### src/hw/rtl/fpm_pkg.sv
// ----------------------------------------------------------------------------
// fpm_pkg
// Shared types, constants and single-precision helpers for the remainder unit.
// ----------------------------------------------------------------------------
`default_nettype none

package fpm_pkg;

   localparam int DOUBLING_LIMIT_DEF = 128;
   localparam int QUEUE_DEPTH        = 2;

   localparam logic [31:0] CANON_NAN   = 32'h7FC0_0000;
   localparam logic [7:0]  EXP_MAX     = 8'hFF;
   localparam logic [7:0]  EXP_HUGE    = 8'd180;   // bias + 53

   localparam logic [1:0] CLS_HUGE    = 2'd0;
   localparam logic [1:0] CLS_INVALID = 2'd1;
   localparam logic [1:0] CLS_REDUCE  = 2'd2;

   typedef struct packed {
      logic [31:0] value;
      logic [31:0] modulus;
      logic [1:0]  cls;
   } entry_type;

   typedef struct packed {
      logic      empty;
      entry_type head;
   } queue_status_type;

   function automatic logic is_nan(input logic [31:0] x);
      return (x[30:23] == EXP_MAX) && (x[22:0] != 23'd0);
   endfunction

   function automatic logic is_zero(input logic [31:0] x);
      return x[30:0] == 31'd0;
   endfunction

   function automatic logic is_neg(input logic [31:0] x);
      return x[31] && !is_zero(x) && !is_nan(x);
   endfunction

   function automatic logic is_pos(input logic [31:0] x);
      return !x[31] && !is_zero(x) && !is_nan(x);
   endfunction

   function automatic logic [31:0] order_key(input logic [31:0] x);
      return x[31] ? ~x : {1'b1, x[30:0]};
   endfunction

   // a >= b, false on NaN, +0 == -0
   function automatic logic ge(input logic [31:0] a, input logic [31:0] b);
      logic r;
      if (is_nan(a) || is_nan(b)) begin
         r = 1'b0;
      end else if (is_zero(a) && is_zero(b)) begin
         r = 1'b1;
      end else begin
         r = order_key(a) >= order_key(b);
      end
      return r;
   endfunction

   // x * 0.5, round to nearest even
   function automatic logic [31:0] half(input logic [31:0] x);
      logic [31:0] r;
      logic [23:0] s;
      logic [23:0] q;
      s = {x[23], x[22:0]};
      q = {1'b0, s[23:1]} + {23'd0, s[0] & s[1]};
      if (x[30:23] == EXP_MAX) begin
         r = x;
      end else if (x[30:23] > 8'd1) begin
         r = {x[31], x[30:23] - 8'd1, x[22:0]};
      end else begin
         r = {x[31], 7'd0, q};
      end
      return r;
   endfunction

   // |m| > 2^53 or infinite
   function automatic logic is_huge(input logic [31:0] m);
      logic [7:0] e;
      e = m[30:23];
      return ((e == EXP_MAX) && (m[22:0] == 23'd0)) ||
             ((e != EXP_MAX) && ((e > EXP_HUGE) || ((e == EXP_HUGE) && (m[22:0] != 23'd0))));
   endfunction

endpackage

`default_nettype wire

### src/hw/rtl/fpm_front.sv
// ----------------------------------------------------------------------------
// fpm_front
// Accepts request beats and classifies the modulus before queueing.
// ----------------------------------------------------------------------------
`default_nettype none

module fpm_front (
   input  wire logic           start,
   input  wire logic [31:0]    req_value_bits,
   input  wire logic [31:0]    req_modulus_bits,
   input  wire logic           queue_full,
   output fpm_pkg::entry_type  push_entry,
   output logic                push,
   output logic                busy
);

   logic [1:0] cls;

   always_comb begin
      if (fpm_pkg::is_huge(req_modulus_bits)) begin
         cls = fpm_pkg::CLS_HUGE;
      end else if (!fpm_pkg::is_pos(req_modulus_bits)) begin
         cls = fpm_pkg::CLS_INVALID;
      end else begin
         cls = fpm_pkg::CLS_REDUCE;
      end
   end

   assign busy               = queue_full;
   assign push               = start && !queue_full;
   assign push_entry.value   = req_value_bits;
   assign push_entry.modulus = req_modulus_bits;
   assign push_entry.cls     = cls;

endmodule

`default_nettype wire

### src/hw/rtl/fpm_queue.sv
// ----------------------------------------------------------------------------
// fpm_queue
// Short register queue between the front and the back.
// ----------------------------------------------------------------------------
`default_nettype none

module fpm_queue (
   input  wire logic                  clock,
   input  wire logic                  reset,
   input  wire logic                  push,
   input  fpm_pkg::entry_type         push_entry,
   input  wire logic                  pop,
   output fpm_pkg::queue_status_type  status,
   output logic                       full
);

   localparam int D  = fpm_pkg::QUEUE_DEPTH;
   localparam int PW = (D > 1) ? $clog2(D) : 1;
   localparam int CW = $clog2(D + 1);

   fpm_pkg::entry_type slots_ff [D];
   logic [PW-1:0] wr_ff, wr_in, rd_ff, rd_in;
   logic [CW-1:0] cnt_ff, cnt_in;

   always_comb begin
      wr_in  = wr_ff;
      rd_in  = rd_ff;
      cnt_in = cnt_ff;
      if (push) begin
         wr_in = (wr_ff == PW'(D - 1)) ? '0 : wr_ff + 1'b1;
      end
      if (pop) begin
         rd_in = (rd_ff == PW'(D - 1)) ? '0 : rd_ff + 1'b1;
      end
      if (push && !pop) begin
         cnt_in = cnt_ff + 1'b1;
      end else if (pop && !push) begin
         cnt_in = cnt_ff - 1'b1;
      end
   end

   always_ff @(posedge clock) begin
      if (reset) begin
         wr_ff  <= '0;
         rd_ff  <= '0;
         cnt_ff <= '0;
      end else begin
         wr_ff  <= wr_in;
         rd_ff  <= rd_in;
         cnt_ff <= cnt_in;
      end
      if (push) begin
         slots_ff[wr_ff] <= push_entry;
      end
   end

   assign status.empty = cnt_ff == '0;
   assign status.head  = slots_ff[rd_ff];
   assign full         = cnt_ff == CW'(D);

endmodule

`default_nettype wire

### src/hw/rtl/fpm_add.sv
// ----------------------------------------------------------------------------
// fpm_add
// Four-stage single-precision adder, round to nearest even, subnormals kept.
// ----------------------------------------------------------------------------
`default_nettype none

module fpm_add (
   input  wire logic        clock,
   input  wire logic        reset,
   input  wire logic        go,
   input  wire logic [31:0] a,
   input  wire logic [31:0] b,
   output logic             done,
   output logic [31:0]      sum
);

   // stage 1: swap and align
   logic        v1_ff, v2_ff, v3_ff, v4_ff;
   logic        sp1_ff, sp2_ff, sp3_ff;
   logic [31:0] spv1_ff, spv2_ff, spv3_ff;
   logic        sub1_ff, sign1_ff, zs1_ff;
   logic [7:0]  e1_ff;
   logic [26:0] ab1_ff, bb1_ff;

   logic        sp_in;
   logic [31:0] spv_in;
   logic [31:0] big, sml;
   logic [7:0]  eb, es, d;
   logic [26:0] ext_b, ext_s, shf;
   logic        sticky;

   always_comb begin
      logic a_inf, b_inf;
      a_inf = (a[30:23] == fpm_pkg::EXP_MAX) && (a[22:0] == 23'd0);
      b_inf = (b[30:23] == fpm_pkg::EXP_MAX) && (b[22:0] == 23'd0);
      sp_in  = 1'b1;
      spv_in = fpm_pkg::CANON_NAN;
      if (fpm_pkg::is_nan(a) || fpm_pkg::is_nan(b) || (a_inf && b_inf && (a[31] != b[31]))) begin
         spv_in = fpm_pkg::CANON_NAN;
      end else if (a_inf) begin
         spv_in = a;
      end else if (b_inf) begin
         spv_in = b;
      end else begin
         sp_in = 1'b0;
      end
      if (b[30:0] > a[30:0]) begin
         big = b;
         sml = a;
      end else begin
         big = a;
         sml = b;
      end
      eb    = (big[30:23] == 8'd0) ? 8'd1 : big[30:23];
      es    = (sml[30:23] == 8'd0) ? 8'd1 : sml[30:23];
      d     = eb - es;
      ext_b = {big[30:23] != 8'd0, big[22:0], 3'b000};
      ext_s = {sml[30:23] != 8'd0, sml[22:0], 3'b000};
      if (d >= 8'd27) begin
         shf    = '0;
         sticky = ext_s != '0;
      end else begin
         shf    = ext_s >> d;
         sticky = (shf << d) != ext_s;
      end
   end

   // stage 2: add
   logic [27:0] s2_ff;
   logic [7:0]  e2_ff;
   logic        sign2_ff, zs2_ff;

   // stage 3: normalize
   logic [26:0] n3_ff;
   logic [9:0]  e3_ff;
   logic        sign3_ff, zero3_ff, zs3_ff;

   logic [26:0] n_in;
   logic [9:0]  e_in;
   logic [4:0]  lz;
   logic [7:0]  sh;

   always_comb begin
      lz = 5'd27;
      for (int i = 0; i < 27; i++) begin
         if (s2_ff[i]) begin
            lz = 5'(26 - i);
         end
      end
      sh = ({3'd0, lz} < (e2_ff - 8'd1)) ? {3'd0, lz} : (e2_ff - 8'd1);
      if (s2_ff[27]) begin
         n_in = {s2_ff[27:2], s2_ff[1] | s2_ff[0]};
         e_in = {2'b00, e2_ff} + 10'd1;
      end else begin
         n_in = s2_ff[26:0] << sh;
         e_in = {2'b00, e2_ff} - {2'b00, sh};
      end
   end

   // stage 4: round and pack
   logic [31:0] r4_ff, r_in;

   always_comb begin
      logic        up;
      logic [24:0] m;
      logic [9:0]  ef;
      up = n3_ff[2] & (n3_ff[1] | n3_ff[0] | n3_ff[3]);
      m  = {1'b0, n3_ff[26:3]} + {24'd0, up};
      if (m[24]) begin
         ef = e3_ff + 10'd1;
      end else if (m[23]) begin
         ef = e3_ff;
      end else begin
         ef = 10'd0;
      end
      if (sp3_ff) begin
         r_in = spv3_ff;
      end else if (zero3_ff) begin
         r_in = {zs3_ff, 31'd0};
      end else if (ef >= 10'd255) begin
         r_in = {sign3_ff, fpm_pkg::EXP_MAX, 23'd0};
      end else begin
         r_in = {sign3_ff, ef[7:0], m[24] ? 23'd0 : m[22:0]};
      end
   end

   always_ff @(posedge clock) begin
      if (reset) begin
         v1_ff <= 1'b0;
         v2_ff <= 1'b0;
         v3_ff <= 1'b0;
         v4_ff <= 1'b0;
      end else begin
         v1_ff <= go;
         v2_ff <= v1_ff;
         v3_ff <= v2_ff;
         v4_ff <= v3_ff;
      end
      sp1_ff   <= sp_in;
      spv1_ff  <= spv_in;
      sub1_ff  <= a[31] ^ b[31];
      sign1_ff <= big[31];
      zs1_ff   <= a[31] & b[31];
      e1_ff    <= eb;
      ab1_ff   <= ext_b;
      bb1_ff   <= {shf[26:1], shf[0] | sticky};

      sp2_ff   <= sp1_ff;
      spv2_ff  <= spv1_ff;
      sign2_ff <= sign1_ff;
      zs2_ff   <= zs1_ff;
      e2_ff    <= e1_ff;
      s2_ff    <= sub1_ff ? ({1'b0, ab1_ff} - {1'b0, bb1_ff})
                          : ({1'b0, ab1_ff} + {1'b0, bb1_ff});

      sp3_ff   <= sp2_ff;
      spv3_ff  <= spv2_ff;
      sign3_ff <= sign2_ff;
      zs3_ff   <= zs2_ff;
      zero3_ff <= s2_ff == '0;
      n3_ff    <= n_in;
      e3_ff    <= e_in;

      r4_ff    <= r_in;
   end

   assign done = v4_ff;
   assign sum  = r4_ff;

endmodule

`default_nettype wire

### src/hw/rtl/fpm_back.sv
// ----------------------------------------------------------------------------
// fpm_back
// Sequencer that lifts, doubles and reduces one queued item on a shared adder.
// ----------------------------------------------------------------------------
`default_nettype none

module fpm_back #(
   parameter int DOUBLING_LIMIT = fpm_pkg::DOUBLING_LIMIT_DEF
) (
   input  wire logic                  clock,
   input  wire logic                  reset,
   input  fpm_pkg::queue_status_type  status,
   output logic                       pop,
   output logic                       rsp_strobe,
   output logic [31:0]                rsp_remainder_bits,
   output logic                       rsp_modulus_invalid
);

   localparam int NW = $clog2(DOUBLING_LIMIT + 1);

   localparam logic [3:0] S_IDLE  = 4'd0;
   localparam logic [3:0] S_L_ADD = 4'd1;
   localparam logic [3:0] S_L_DBL = 4'd2;
   localparam logic [3:0] S_P_CHK = 4'd3;
   localparam logic [3:0] S_D_CMP = 4'd4;
   localparam logic [3:0] S_D_WT  = 4'd5;
   localparam logic [3:0] S_H_STP = 4'd6;
   localparam logic [3:0] S_H_CMP = 4'd7;
   localparam logic [3:0] S_S_WT  = 4'd8;
   localparam logic [3:0] S_FIN   = 4'd9;

   logic [3:0]    state_ff, state_in;
   logic [31:0]   v_ff, v_in, t_ff, t_in, m_ff, m_in;
   logic [NW-1:0] n_ff, n_in;
   logic [31:0]   add_a_ff, add_a_in, add_b_ff, add_b_in;
   logic          go_ff, go_in;
   logic          str_ff, str_in;
   logic [31:0]   rem_ff, rem_in;
   logic          inv_ff, inv_in;
   logic          done;
   logic [31:0]   sum;

   fpm_add u_add (
      .clock (clock),
      .reset (reset),
      .go    (go_ff),
      .a     (add_a_ff),
      .b     (add_b_ff),
      .done  (done),
      .sum   (sum)
   );

   assign pop = (state_ff == S_IDLE) && !status.empty;

   always_comb begin
      state_in = state_ff;
      v_in     = v_ff;
      t_in     = t_ff;
      m_in     = m_ff;
      n_in     = n_ff;
      add_a_in = add_a_ff;
      add_b_in = add_b_ff;
      go_in    = 1'b0;
      str_in   = 1'b0;
      rem_in   = rem_ff;
      inv_in   = inv_ff;
      unique case (state_ff)
         S_IDLE: begin
            if (!status.empty) begin
               v_in = status.head.value;
               m_in = status.head.modulus;
               t_in = status.head.modulus;
               unique case (status.head.cls)
                  fpm_pkg::CLS_HUGE: begin
                     str_in = 1'b1;
                     rem_in = 32'd0;
                     inv_in = 1'b0;
                  end
                  fpm_pkg::CLS_INVALID: begin
                     str_in = 1'b1;
                     rem_in = status.head.value;
                     inv_in = 1'b1;
                  end
                  default: begin
                     if (fpm_pkg::is_neg(status.head.value)) begin
                        add_a_in = status.head.value;
                        add_b_in = status.head.modulus;
                        go_in    = 1'b1;
                        state_in = S_L_ADD;
                     end else begin
                        state_in = S_P_CHK;
                     end
                  end
               endcase
            end
         end
         S_L_ADD: begin
            if (done) begin
               if (fpm_pkg::is_neg(sum)) begin
                  add_a_in = t_ff;
                  add_b_in = t_ff;
                  go_in    = 1'b1;
                  state_in = S_L_DBL;
               end else begin
                  v_in     = sum;
                  t_in     = m_ff;
                  state_in = S_P_CHK;
               end
            end
         end
         S_L_DBL: begin
            if (done) begin
               t_in     = sum;
               add_a_in = v_ff;
               add_b_in = sum;
               go_in    = 1'b1;
               state_in = S_L_ADD;
            end
         end
         S_P_CHK: begin
            n_in     = '0;
            state_in = fpm_pkg::is_pos(v_ff) ? S_D_CMP : S_FIN;
         end
         S_D_CMP: begin
            if (fpm_pkg::ge(v_ff, t_ff) && (n_ff < NW'(DOUBLING_LIMIT))) begin
               add_a_in = t_ff;
               add_b_in = t_ff;
               go_in    = 1'b1;
               state_in = S_D_WT;
            end else begin
               state_in = S_H_STP;
            end
         end
         S_D_WT: begin
            if (done) begin
               t_in     = sum;
               n_in     = n_ff + 1'b1;
               state_in = S_D_CMP;
            end
         end
         S_H_STP: begin
            if (n_ff == '0) begin
               state_in = S_FIN;
            end else begin
               t_in     = fpm_pkg::half(t_ff);
               n_in     = n_ff - 1'b1;
               state_in = S_H_CMP;
            end
         end
         S_H_CMP: begin
            if (fpm_pkg::ge(v_ff, t_ff)) begin
               add_a_in = v_ff;
               add_b_in = {~t_ff[31], t_ff[30:0]};
               go_in    = 1'b1;
               state_in = S_S_WT;
            end else begin
               state_in = S_H_STP;
            end
         end
         S_S_WT: begin
            if (done) begin
               v_in     = sum;
               state_in = S_H_STP;
            end
         end
         S_FIN: begin
            str_in   = 1'b1;
            rem_in   = v_ff;
            inv_in   = 1'b0;
            state_in = S_IDLE;
         end
         default: begin
            state_in = S_IDLE;
         end
      endcase
   end

   always_ff @(posedge clock) begin
      if (reset) begin
         state_ff <= S_IDLE;
         go_ff    <= 1'b0;
         str_ff   <= 1'b0;
      end else begin
         state_ff <= state_in;
         go_ff    <= go_in;
         str_ff   <= str_in;
      end
      v_ff     <= v_in;
      t_ff     <= t_in;
      m_ff     <= m_in;
      n_ff     <= n_in;
      add_a_ff <= add_a_in;
      add_b_ff <= add_b_in;
      rem_ff   <= rem_in;
      inv_ff   <= inv_in;
   end

   assign rsp_strobe          = str_ff;
   assign rsp_remainder_bits  = rem_ff;
   assign rsp_modulus_invalid = inv_ff;

endmodule

`default_nettype wire

### src/hw/rtl/float_positive_modulo.sv
// ----------------------------------------------------------------------------
// float_positive_modulo
// Non-negative single-precision remainder built on IEEE add, compare, halve.
// ----------------------------------------------------------------------------
// A request beat (dividend, modulus) is taken when start is high and busy is
// low. The front classifies the modulus (huge, invalid, normal) and pushes the
// beat into a two-entry queue; busy is high only while that queue is full.
// The back pops one entry at a time and runs it on one shared 4-stage adder.
// Each result is shown for a single cycle with rsp_strobe high; the receiver
// cannot stall it and must take it then.
// A huge or invalid modulus is answered from the queue head without the adder.
// Otherwise a negative dividend is first lifted by alternate lift adds and lift
// doublings; then the modulus is doubled, and each halving step is followed by
// a subtraction when the dividend is not below it. Worst case, a dividend near
// -max over the smallest subnormal modulus: 278 lift adds, 277 lift doublings,
// then 128 doublings, halvings and subtractions. The adder is used one
// operation at a time. A new request can queue while an item is in progress.
// Reset empties the queue, idles the sequencer and drops any pending result.
// ----------------------------------------------------------------------------
`default_nettype none

module float_positive_modulo #(
   parameter int DOUBLING_LIMIT = fpm_pkg::DOUBLING_LIMIT_DEF
) (
   input  wire logic        clock,
   input  wire logic        reset,
   input  wire logic        start,
   output logic             busy,
   input  wire logic [31:0] req_value_bits,
   input  wire logic [31:0] req_modulus_bits,
   output logic             rsp_strobe,
   output logic [31:0]      rsp_remainder_bits,
   output logic             rsp_modulus_invalid
);

   fpm_pkg::entry_type        push_entry;
   fpm_pkg::queue_status_type status;
   logic                      push, pop, full;

   fpm_front u_front (
      .start            (start),
      .req_value_bits   (req_value_bits),
      .req_modulus_bits (req_modulus_bits),
      .queue_full       (full),
      .push_entry       (push_entry),
      .push             (push),
      .busy             (busy)
   );

   fpm_queue u_queue (
      .clock      (clock),
      .reset      (reset),
      .push       (push),
      .push_entry (push_entry),
      .pop        (pop),
      .status     (status),
      .full       (full)
   );

   fpm_back #(
      .DOUBLING_LIMIT (DOUBLING_LIMIT)
   ) u_back (
      .clock               (clock),
      .reset               (reset),
      .status              (status),
      .pop                 (pop),
      .rsp_strobe          (rsp_strobe),
      .rsp_remainder_bits  (rsp_remainder_bits),
      .rsp_modulus_invalid (rsp_modulus_invalid)
   );

   a_pop_nonempty: assert property (@(posedge clock) disable iff (reset)
      pop |-> !status.empty)
      else $error("pop from empty queue");

   a_strobe_known: assert property (@(posedge clock) disable iff (reset)
      rsp_strobe |-> !$isunknown({rsp_remainder_bits, rsp_modulus_invalid}))
      else $error("unknown result beat");

   a_reset_quiet: assert property (@(posedge clock)
      $past(reset) |-> !rsp_strobe)
      else $error("result strobe right after reset");

endmodule

`default_nettype wire

### config.mk
export PLATFORM = sky130hd
export DESIGN_NAME = float_positive_modulo
export DESIGN_NICKNAME = d
export VERILOG_FILES = /design/src/hw/rtl/fpm_pkg.sv /design/src/hw/rtl/fpm_front.sv /design/src/hw/rtl/fpm_queue.sv /design/src/hw/rtl/fpm_add.sv /design/src/hw/rtl/fpm_back.sv /design/src/hw/rtl/float_positive_modulo.sv
export SDC_FILE = /design/constraint.sdc
export NUM_CORES = 1
export LEC_CHECK = 0
export ABC_AREA = 1
export BUFFER_PORTS_ARGS = -buffer_cell sky130_fd_sc_hd__clkbuf_2
export CAP_MARGIN = 20
export CORE_ASPECT_RATIO = 1.25
export CORE_MARGIN = 2
export CORE_UTILIZATION = 40
export DETAILED_ROUTE_END_ITERATION = 10
export SETUP_SLACK_MARGIN = 0.3
export SYNTH_ARGS = -nofsm -noshare
export SYNTH_HDL_FRONTEND = slang
export SYNTH_HIERARCHICAL = 1
export SYNTH_SLANG_ARGS = --single-unit
### constraint.sdc
create_clock -name clock -period 7 [get_ports clock]
set_input_delay 1.4 -clock clock [delete_from_list [all_inputs] [get_ports clock]]
set_output_delay 1.4 -clock clock [all_outputs]
set_load 0.03 [all_outputs]
# Yosys cells after proc, flatten, opt, wreduce, memory -nomap -nowiden
# Memory sizes are Yosys's and may differ from the RTL's. A register that Yosys moved wholly into a read port is not among the register bits.
# Index checks and enable logic that the tools add are counted.
# word_totals
out_inout_bits	35
regBits	486
mem_bits_rw	132
inputBits	67
mem_count	1
word_cells	336
# classes
addsub	16
n_eq_ne	38
reduce_logical	91
n_shift	3
bitwise	13
n_lt_le_gt_ge	8
n_mux	122
# memory_table
memory	words	width	rd	rd_clocked_by_memory_dff	wr	line_no	rtl
u_queue.slots_ff	2	66	1	1	1	fpm_queue.sv:21	fpm_pkg::entry_type slots_ff [D];
# ops
cell	n
two-way mux 32 bit	29
one-hot mux 32 bit (5 select lines)	2
nonzero test 23 bit	7
logical NOT 31 bit	5
two-way mux 5 bit	26
one-hot mux 32 bit (2 select lines)	2
one-hot mux 32 bit (4 select lines)	1
one-hot mux 32 bit (3 select lines)	1
two-way mux 31 bit	3
logical NOT 23 bit	3
equality test 8 bit (second input constant)	8
inverter 32 bit	2
<< shifter 27 x 8 -> 27 bit	2
two-way mux 8 bit	5
two-way mux 4 bit	9
one-hot mux 4 bit (9 select lines)	1
>= comparator 32 bit	1
> comparator 31 bit	1
two-way mux 10 bit	3
adder 27 x 27 -> 28 bit	1
logical AND 1 bit	28
logical NOT 28 bit	1
two-way mux 28 bit	1
subtractor 27 x 27 -> 28 bit	1
other kinds (60)	148

# Depth between registers and ports, before layout
# depth
ltp_word	31
mapped_depth	54

# Hierarchy
# Netlist, hierarchy kept.
# by_module_without_submodules
mod	instances	seq_area_each_um2	area_each_um2	cells_each
fpm_add	1	5505.3	16612.2	2448
fpm_back	1	6155.9	12255.5	1324
fpm_queue	1	4063.9	5149.9	238
fpm_front	1	0.0	763.2	130

# Worst setup path after synthesis
# No wires, ideal clock.
# synth_path
kind	flip-flop to flip-flop
start	register u_back.add_b_ff[22]
end	register u_back.u_add.bb1_ff[0]
setup_time_ps	121
path_stages_with_launch	44
arrival_ps	5982
required_time_ps	6879
path_buffers	4
path_slack_ps	897
cell_sequence	edfxtp_1 ha_1 nand2_1 inv_1 nand4_1 nor4b_1 nand3_1 nand2_1 clkbuf_1 clkbuf_1 clkbuf_1 nand2_1 o21ai_0 nand4_1 nand2_1 inv_1 ha_1 fa_1 [... 8 more ...] inv_1 clkbuf_1 o211ai_1 nand3_1 nand2_1 nand2_1 a21oi_1 nand2_1 nand2_1 nand3_1 nand3_1 nand3_1 o21ai_0 o21ai_0 nor2_1 o21ai_1 nor2_1 nand3_1
# synth_via
elab_chain_cells	10
# synth_lines
item	line_no	rtl
from (decl)	fpm_back.sv:35	logic [31:0] add_a_ff, add_a_in, add_b_ff, add_b_in;
from (signal assigned)	fpm_back.sv:193	add_b_ff <= add_b_in;
> comparator 31 bit *	fpm_add.sv:47	if (b[30:0] > a[30:0]) begin
two-way mux 32 bit *	fpm_add.sv:47	
logical NOT 8 bit	fpm_add.sv:54	eb = (big[30:23] == 8'd0) ? 8'd1 : big[30:23];
two-way mux 8 bit *	fpm_add.sv:54	
via u_back.u_add.eb[0]	fpm_add.sv:28	logic [7:0] eb, es, d;
subtractor 8 bit *	fpm_add.sv:56	d = eb - es;
right shift 27 x 8 -> 27 bit	fpm_add.sv:63	shf = ext_s >> d;
<< shifter 27 x 8 -> 27 bit	fpm_add.sv:64	sticky = (shf << d) != ext_s;
inequality test 27 bit	fpm_add.sv:64	
two-way mux 1 bit	fpm_add.sv:59	if (d >= 8'd27) begin
bitwise OR 1 bit *	fpm_add.sv:146	bb1_ff <= {shf[26:1], shf[0] | sticky};
to (signal assigned)	fpm_add.sv:146	
to (decl)	fpm_add.sv:23	logic [26:0] ab1_ff, bb1_ff;
# The timed path passes the listed nets; every way through them passes the cells marked *.
# A chain may end at the register's enable or synchronous reset.

# Final worst setup path
# layout_path
start	register u_back.add_b_ff[14]
end	register u_back.u_add.bb1_ff[0]
# layout_via
elab_chain_cells	10
# layout_lines
item	line_no
> comparator 31 bit	fpm_add.sv:47
two-way mux 32 bit or two-way mux 31 bit (tied branches)	fpm_add.sv:47
logical NOT 8 bit (on tied branches)	fpm_add.sv:54, fpm_add.sv:55
two-way mux 8 bit (on tied branches)	fpm_add.sv:54, fpm_add.sv:55
subtractor 8 bit	fpm_add.sv:56
right shift 27 x 8 -> 27 bit	fpm_add.sv:63
<< shifter 27 x 8 -> 27 bit	fpm_add.sv:64
inequality test 27 bit	fpm_add.sv:64
two-way mux 1 bit	fpm_add.sv:59
bitwise OR 1 bit *	fpm_add.sv:146
# Mark *: on every way between the ends. The rest lies on a longest branch, timed or not.

==> results.txt <==
The synthesis-stage register bit count is 619. The run gives 89300 um^2 as the die footprint. Kind of end point of the critical path: a flop.

The tools report the DRC violations left as 0. The first-pass GRT wire length is 174000 um, and the placed cell count is 5298. The mean cell area of the mapped netlist came out at 8.40 um^2. STA puts the critical path data required time at 7.51 ns.

The proportion of register bits with asynchronous set or reset after synthesis works out to 0. After synthesis, the cell types taking the most area are edfxtp_1 29%, dfxtp_1 16%, nand2_1 10%. The post-synthesis sequential area ratio is 0.452, and the port buffer count is 101. For this block, the via count after detailed routing is 29500.

In this run the critical register-to-register path is captured at u_back/u_add/bb1_ff[0]. For this run the aggregate overflow at the end of global routing stands at 0. TritonCTS built the clock tree. The run gives 0.456 as the core utilization of the finished layout. The combined buffer and inverter count along the critical path was 7.

The number of hold buffers added after cts was 0. Leaving out fill and tap cells, the most frequent cell in the layout is nand2_1. The pin count of the biggest net entering global routing is 93, and the transition at the pin with the smallest max-transition slack is 1.18 ns.

The final critical-path share of the clock period came out at 0.928. The cell class contributing the biggest share of worst-path delay is simple AND/OR/NAND/NOR gates. The worst setup path is launched from a flop. Setup repair after global routing could not meet its margin everywhere. The overall global routing resource usage was 0.259. For the final number of max-transition violations, the log shows 0. The tools report the root buffer cell as clkbuf_16.

Buffers inserted during clock tree synthesis total 66. The flow ran to the end, and the final reports show no timing, DRC or antenna violations. The tightest min-delay check is of the reg2reg type. The top cell type's share of synthesized area works out to 0.288. For this run, the slowest stage of the critical path takes 0.42 ns. The first detailed-routing pass ran for 6 iterations. The library cells used most frequently in the layout, excluding fill and tap cells, are 935 x nand2_1, 474 x inv_1, 394 x nand3_1. For the via count of the first global-routing pass, the log shows 28700. Relative to the synthesized area, the layout overhead comes to 12.6%. The later pin in the worst-skew pair is clocked with a latency of 0.63 ns. The number of I/O pins was 102; the maximum achievable frequency was 0.154 GHz. The detailed router's first-iteration violation count came out at 2871. The number of endpoints with negative hold slack in the final report was 0; the layout cell share with drive strength beyond 1 was 0.134. The starting density of the core was 0.405; the number of rows created at floorplan was 120. Number of flops mapped to enable cells by yosys: 333.

The most used flip-flop cell after synthesis is edfxtp_1. The y dimension of the die works out to 334 um. Along the worst hold path, the cell count comes to 0.

The register-to-register path setup slack came out at 0.50 ns. The number of antenna violations at the first check in global routing came out at 9. The clock slew at the register clock pins of the worst setup and hold paths was 0.07 ns. Once routing completed, OpenROAD measured the worst setup slack at 0.502 ns. In this run the remaining antenna-violating nets after routing total 0. The tools report the number of maximum-capacitance violations as 0.

The run gives 0.0237 ns as the setup skew after layout. The peak fanout along the critical path is 12, and the post-synthesis cell type count is 72. The startpoint identified for the worst hold timing path is u_back/u_add/zs2_ff. The routed wirelength normalized by instance count works out to 21.4 um.

The finished layout holds 5449 standard cells, fillers aside. The tools report the end point of the most critical hold path as u_back/u_add/zs3_ff. The worst-case headroom to the max-slew limit came out at 0.205. The clock passes through at most 3 buffers. The width of the chip was 268 um; the synthesized instance count was 4140.

The number of antenna diodes in the final layout is 0. The largest total area in the synthesized netlist belongs to edfxtp_1. Standard cell with the maximum stage delay on the critical path: edfxtp_1. The cell that appears most often on the critical path is nand2_1.

The setup path with the least slack is of type reg2reg. The filler cells instantiated in the layout total 8525. Setup violations remaining at the end of the flow were counted as 0.

CTS saw 619 sinks. The wire-length estimate of the detail-placed layout is 88900 um. Timing analysis after detailed placement gives a worst setup slack of 0.0959 ns. After synthesis the cells add up to 34800 um^2.

Adding up every negative setup slack in the final design gives 0 ns. The routed wire length is 117000 um. Measured in cells, the most critical reg-to-reg path has a length of 45. The H-tree generated during clock tree synthesis spans 3 levels.

The startpoint identified for the worst register-to-register timing path is u_back/add_b_ff[14]. The placeable core region was 85900 um^2. In this run the worst setup path begins at u_back/add_b_ff[14].

The minimum clock period after layout was 6.50 ns. For this run, the number of Yosys warnings is 6. Final net count: 4453. The arrival time of the worst setup path was 7.01 ns; the post-detailed-route via-to-cell ratio was 5.42. Routability congestion estimate: 0.999.
## Yosys cell counts, types with 51 or more instances
master,n
nand2_1,945
nand3_1,403
ha_1,145
dfxtp_1,286
nand4_1,72
inv_1,477
o21ai_0,271
edfxtp_1,333
a21oi_1,136
clkbuf_1,88
nor2_1,231
o221ai_1,51
xor2_1,75
buf_4,70
## metal layers
layer,track usage,wire length [um],vias to the layer above
li1,-,-,14100
met1,0.296,43800,13800
met2,0.452,57500,1152
met3,0.0380,6410,377
met4,0.163,8720,12
met5,0,76,-
## flip-flops by register name, summed over array words and instances (netlist names), 2 cells and up, named ones only
| register | cells |
|---|---|
| u_back/m_ff | 32 |
| u_back/u_add/e2_ff | 8 |
| u_back/add_b_ff | 32 |
| u_back/u_add/s2_ff | 28 |
| u_back/u_add/e1_ff | 8 |
| u_back/u_add/spv3_ff | 32 |
| u_queue/slots_ff | 132 |
| u_back/u_add/e3_ff | 10 |
| u_back/t_ff | 32 |
| u_back/v_ff | 32 |
| u_back/u_add/bb1_ff | 27 |
| u_back/u_add/spv2_ff | 32 |
| u_back/rsp_remainder_bits | 32 |
| u_back/u_add/ab1_ff | 24 |
| u_back/u_add/spv1_ff | 32 |
| u_queue/cnt_ff | 2 |
| u_back/state_ff | 4 |
| u_back/add_a_ff | 32 |
| u_back/u_add/sum | 32 |
| u_back/n_ff | 8 |
| u_back/u_add/n3_ff | 27 |
## stage by stage
stage	hold WS [ns]	area, um^2
5_1_grt	0.326	39200
6_report	0.316	39200
3_5_place_dp	0.312	36500
2_1_floorplan	0.310	34900
4_1_cts	0.322	38800
3_3_place_gp	0.310	36400
## cells by family (layout without fill, tap and decap cells)
kind of cell,count (synthesis),after routing,synth area share
AOI/OAI and AO/OA,669,669,0.120
xor gates and xnor gates,119,119,0.0300
adders and majority gates,149,149,0.0545
buffers and inverters,731,850,0.0904
DFF,619,619,0.452
muxes,70,70,0.0270
other,2,31,0.000216
and+or+nand+nor,1781,1783,0.226
## final cells by class
type,count,area [um^2],area share
Clock buffer,82,1860,0.0474
Inverter,506,1900,0.0485
Sequential cell,619,15700,0.402
Clock inverter,39,449,0.0115
Timing Repair Buffer,223,1500,0.0383
Tap cell,1159,1450,0.0370
Multi-Input combinational cell,2821,16300,0.416
## worst max-delay path by stage
stage | endpoint | slack (ns) | cells past startpoint
after floorplan | u_back/u_add/bb1_ff[0] | 0.90 | 43
after global placement | u_back/u_add/bb1_ff[0] | -0.02 | 46
after detailed placement | u_back/u_add/bb1_ff[0] | 0.1 | 42
after CTS | u_back/u_add/bb1_ff[0] | 0.35 | 48
after global routing | u_back/u_add/bb1_ff[0] | 0.07 | 53
final | u_back/u_add/bb1_ff[0] | 0.50 | 45
## timing repair
item | 4_1_cts | 5_1_grt
resized for setup | 7 | 47
setup endpoints to repair | 1 | 1
buffers inserted | 3 | 24
gates cloned | 2 | 0
pin swaps | 3 | 14
Power is left out: the tool's default activity adds up to more than one toggle a clock period on the data nets, which glitch-free logic cannot reach.
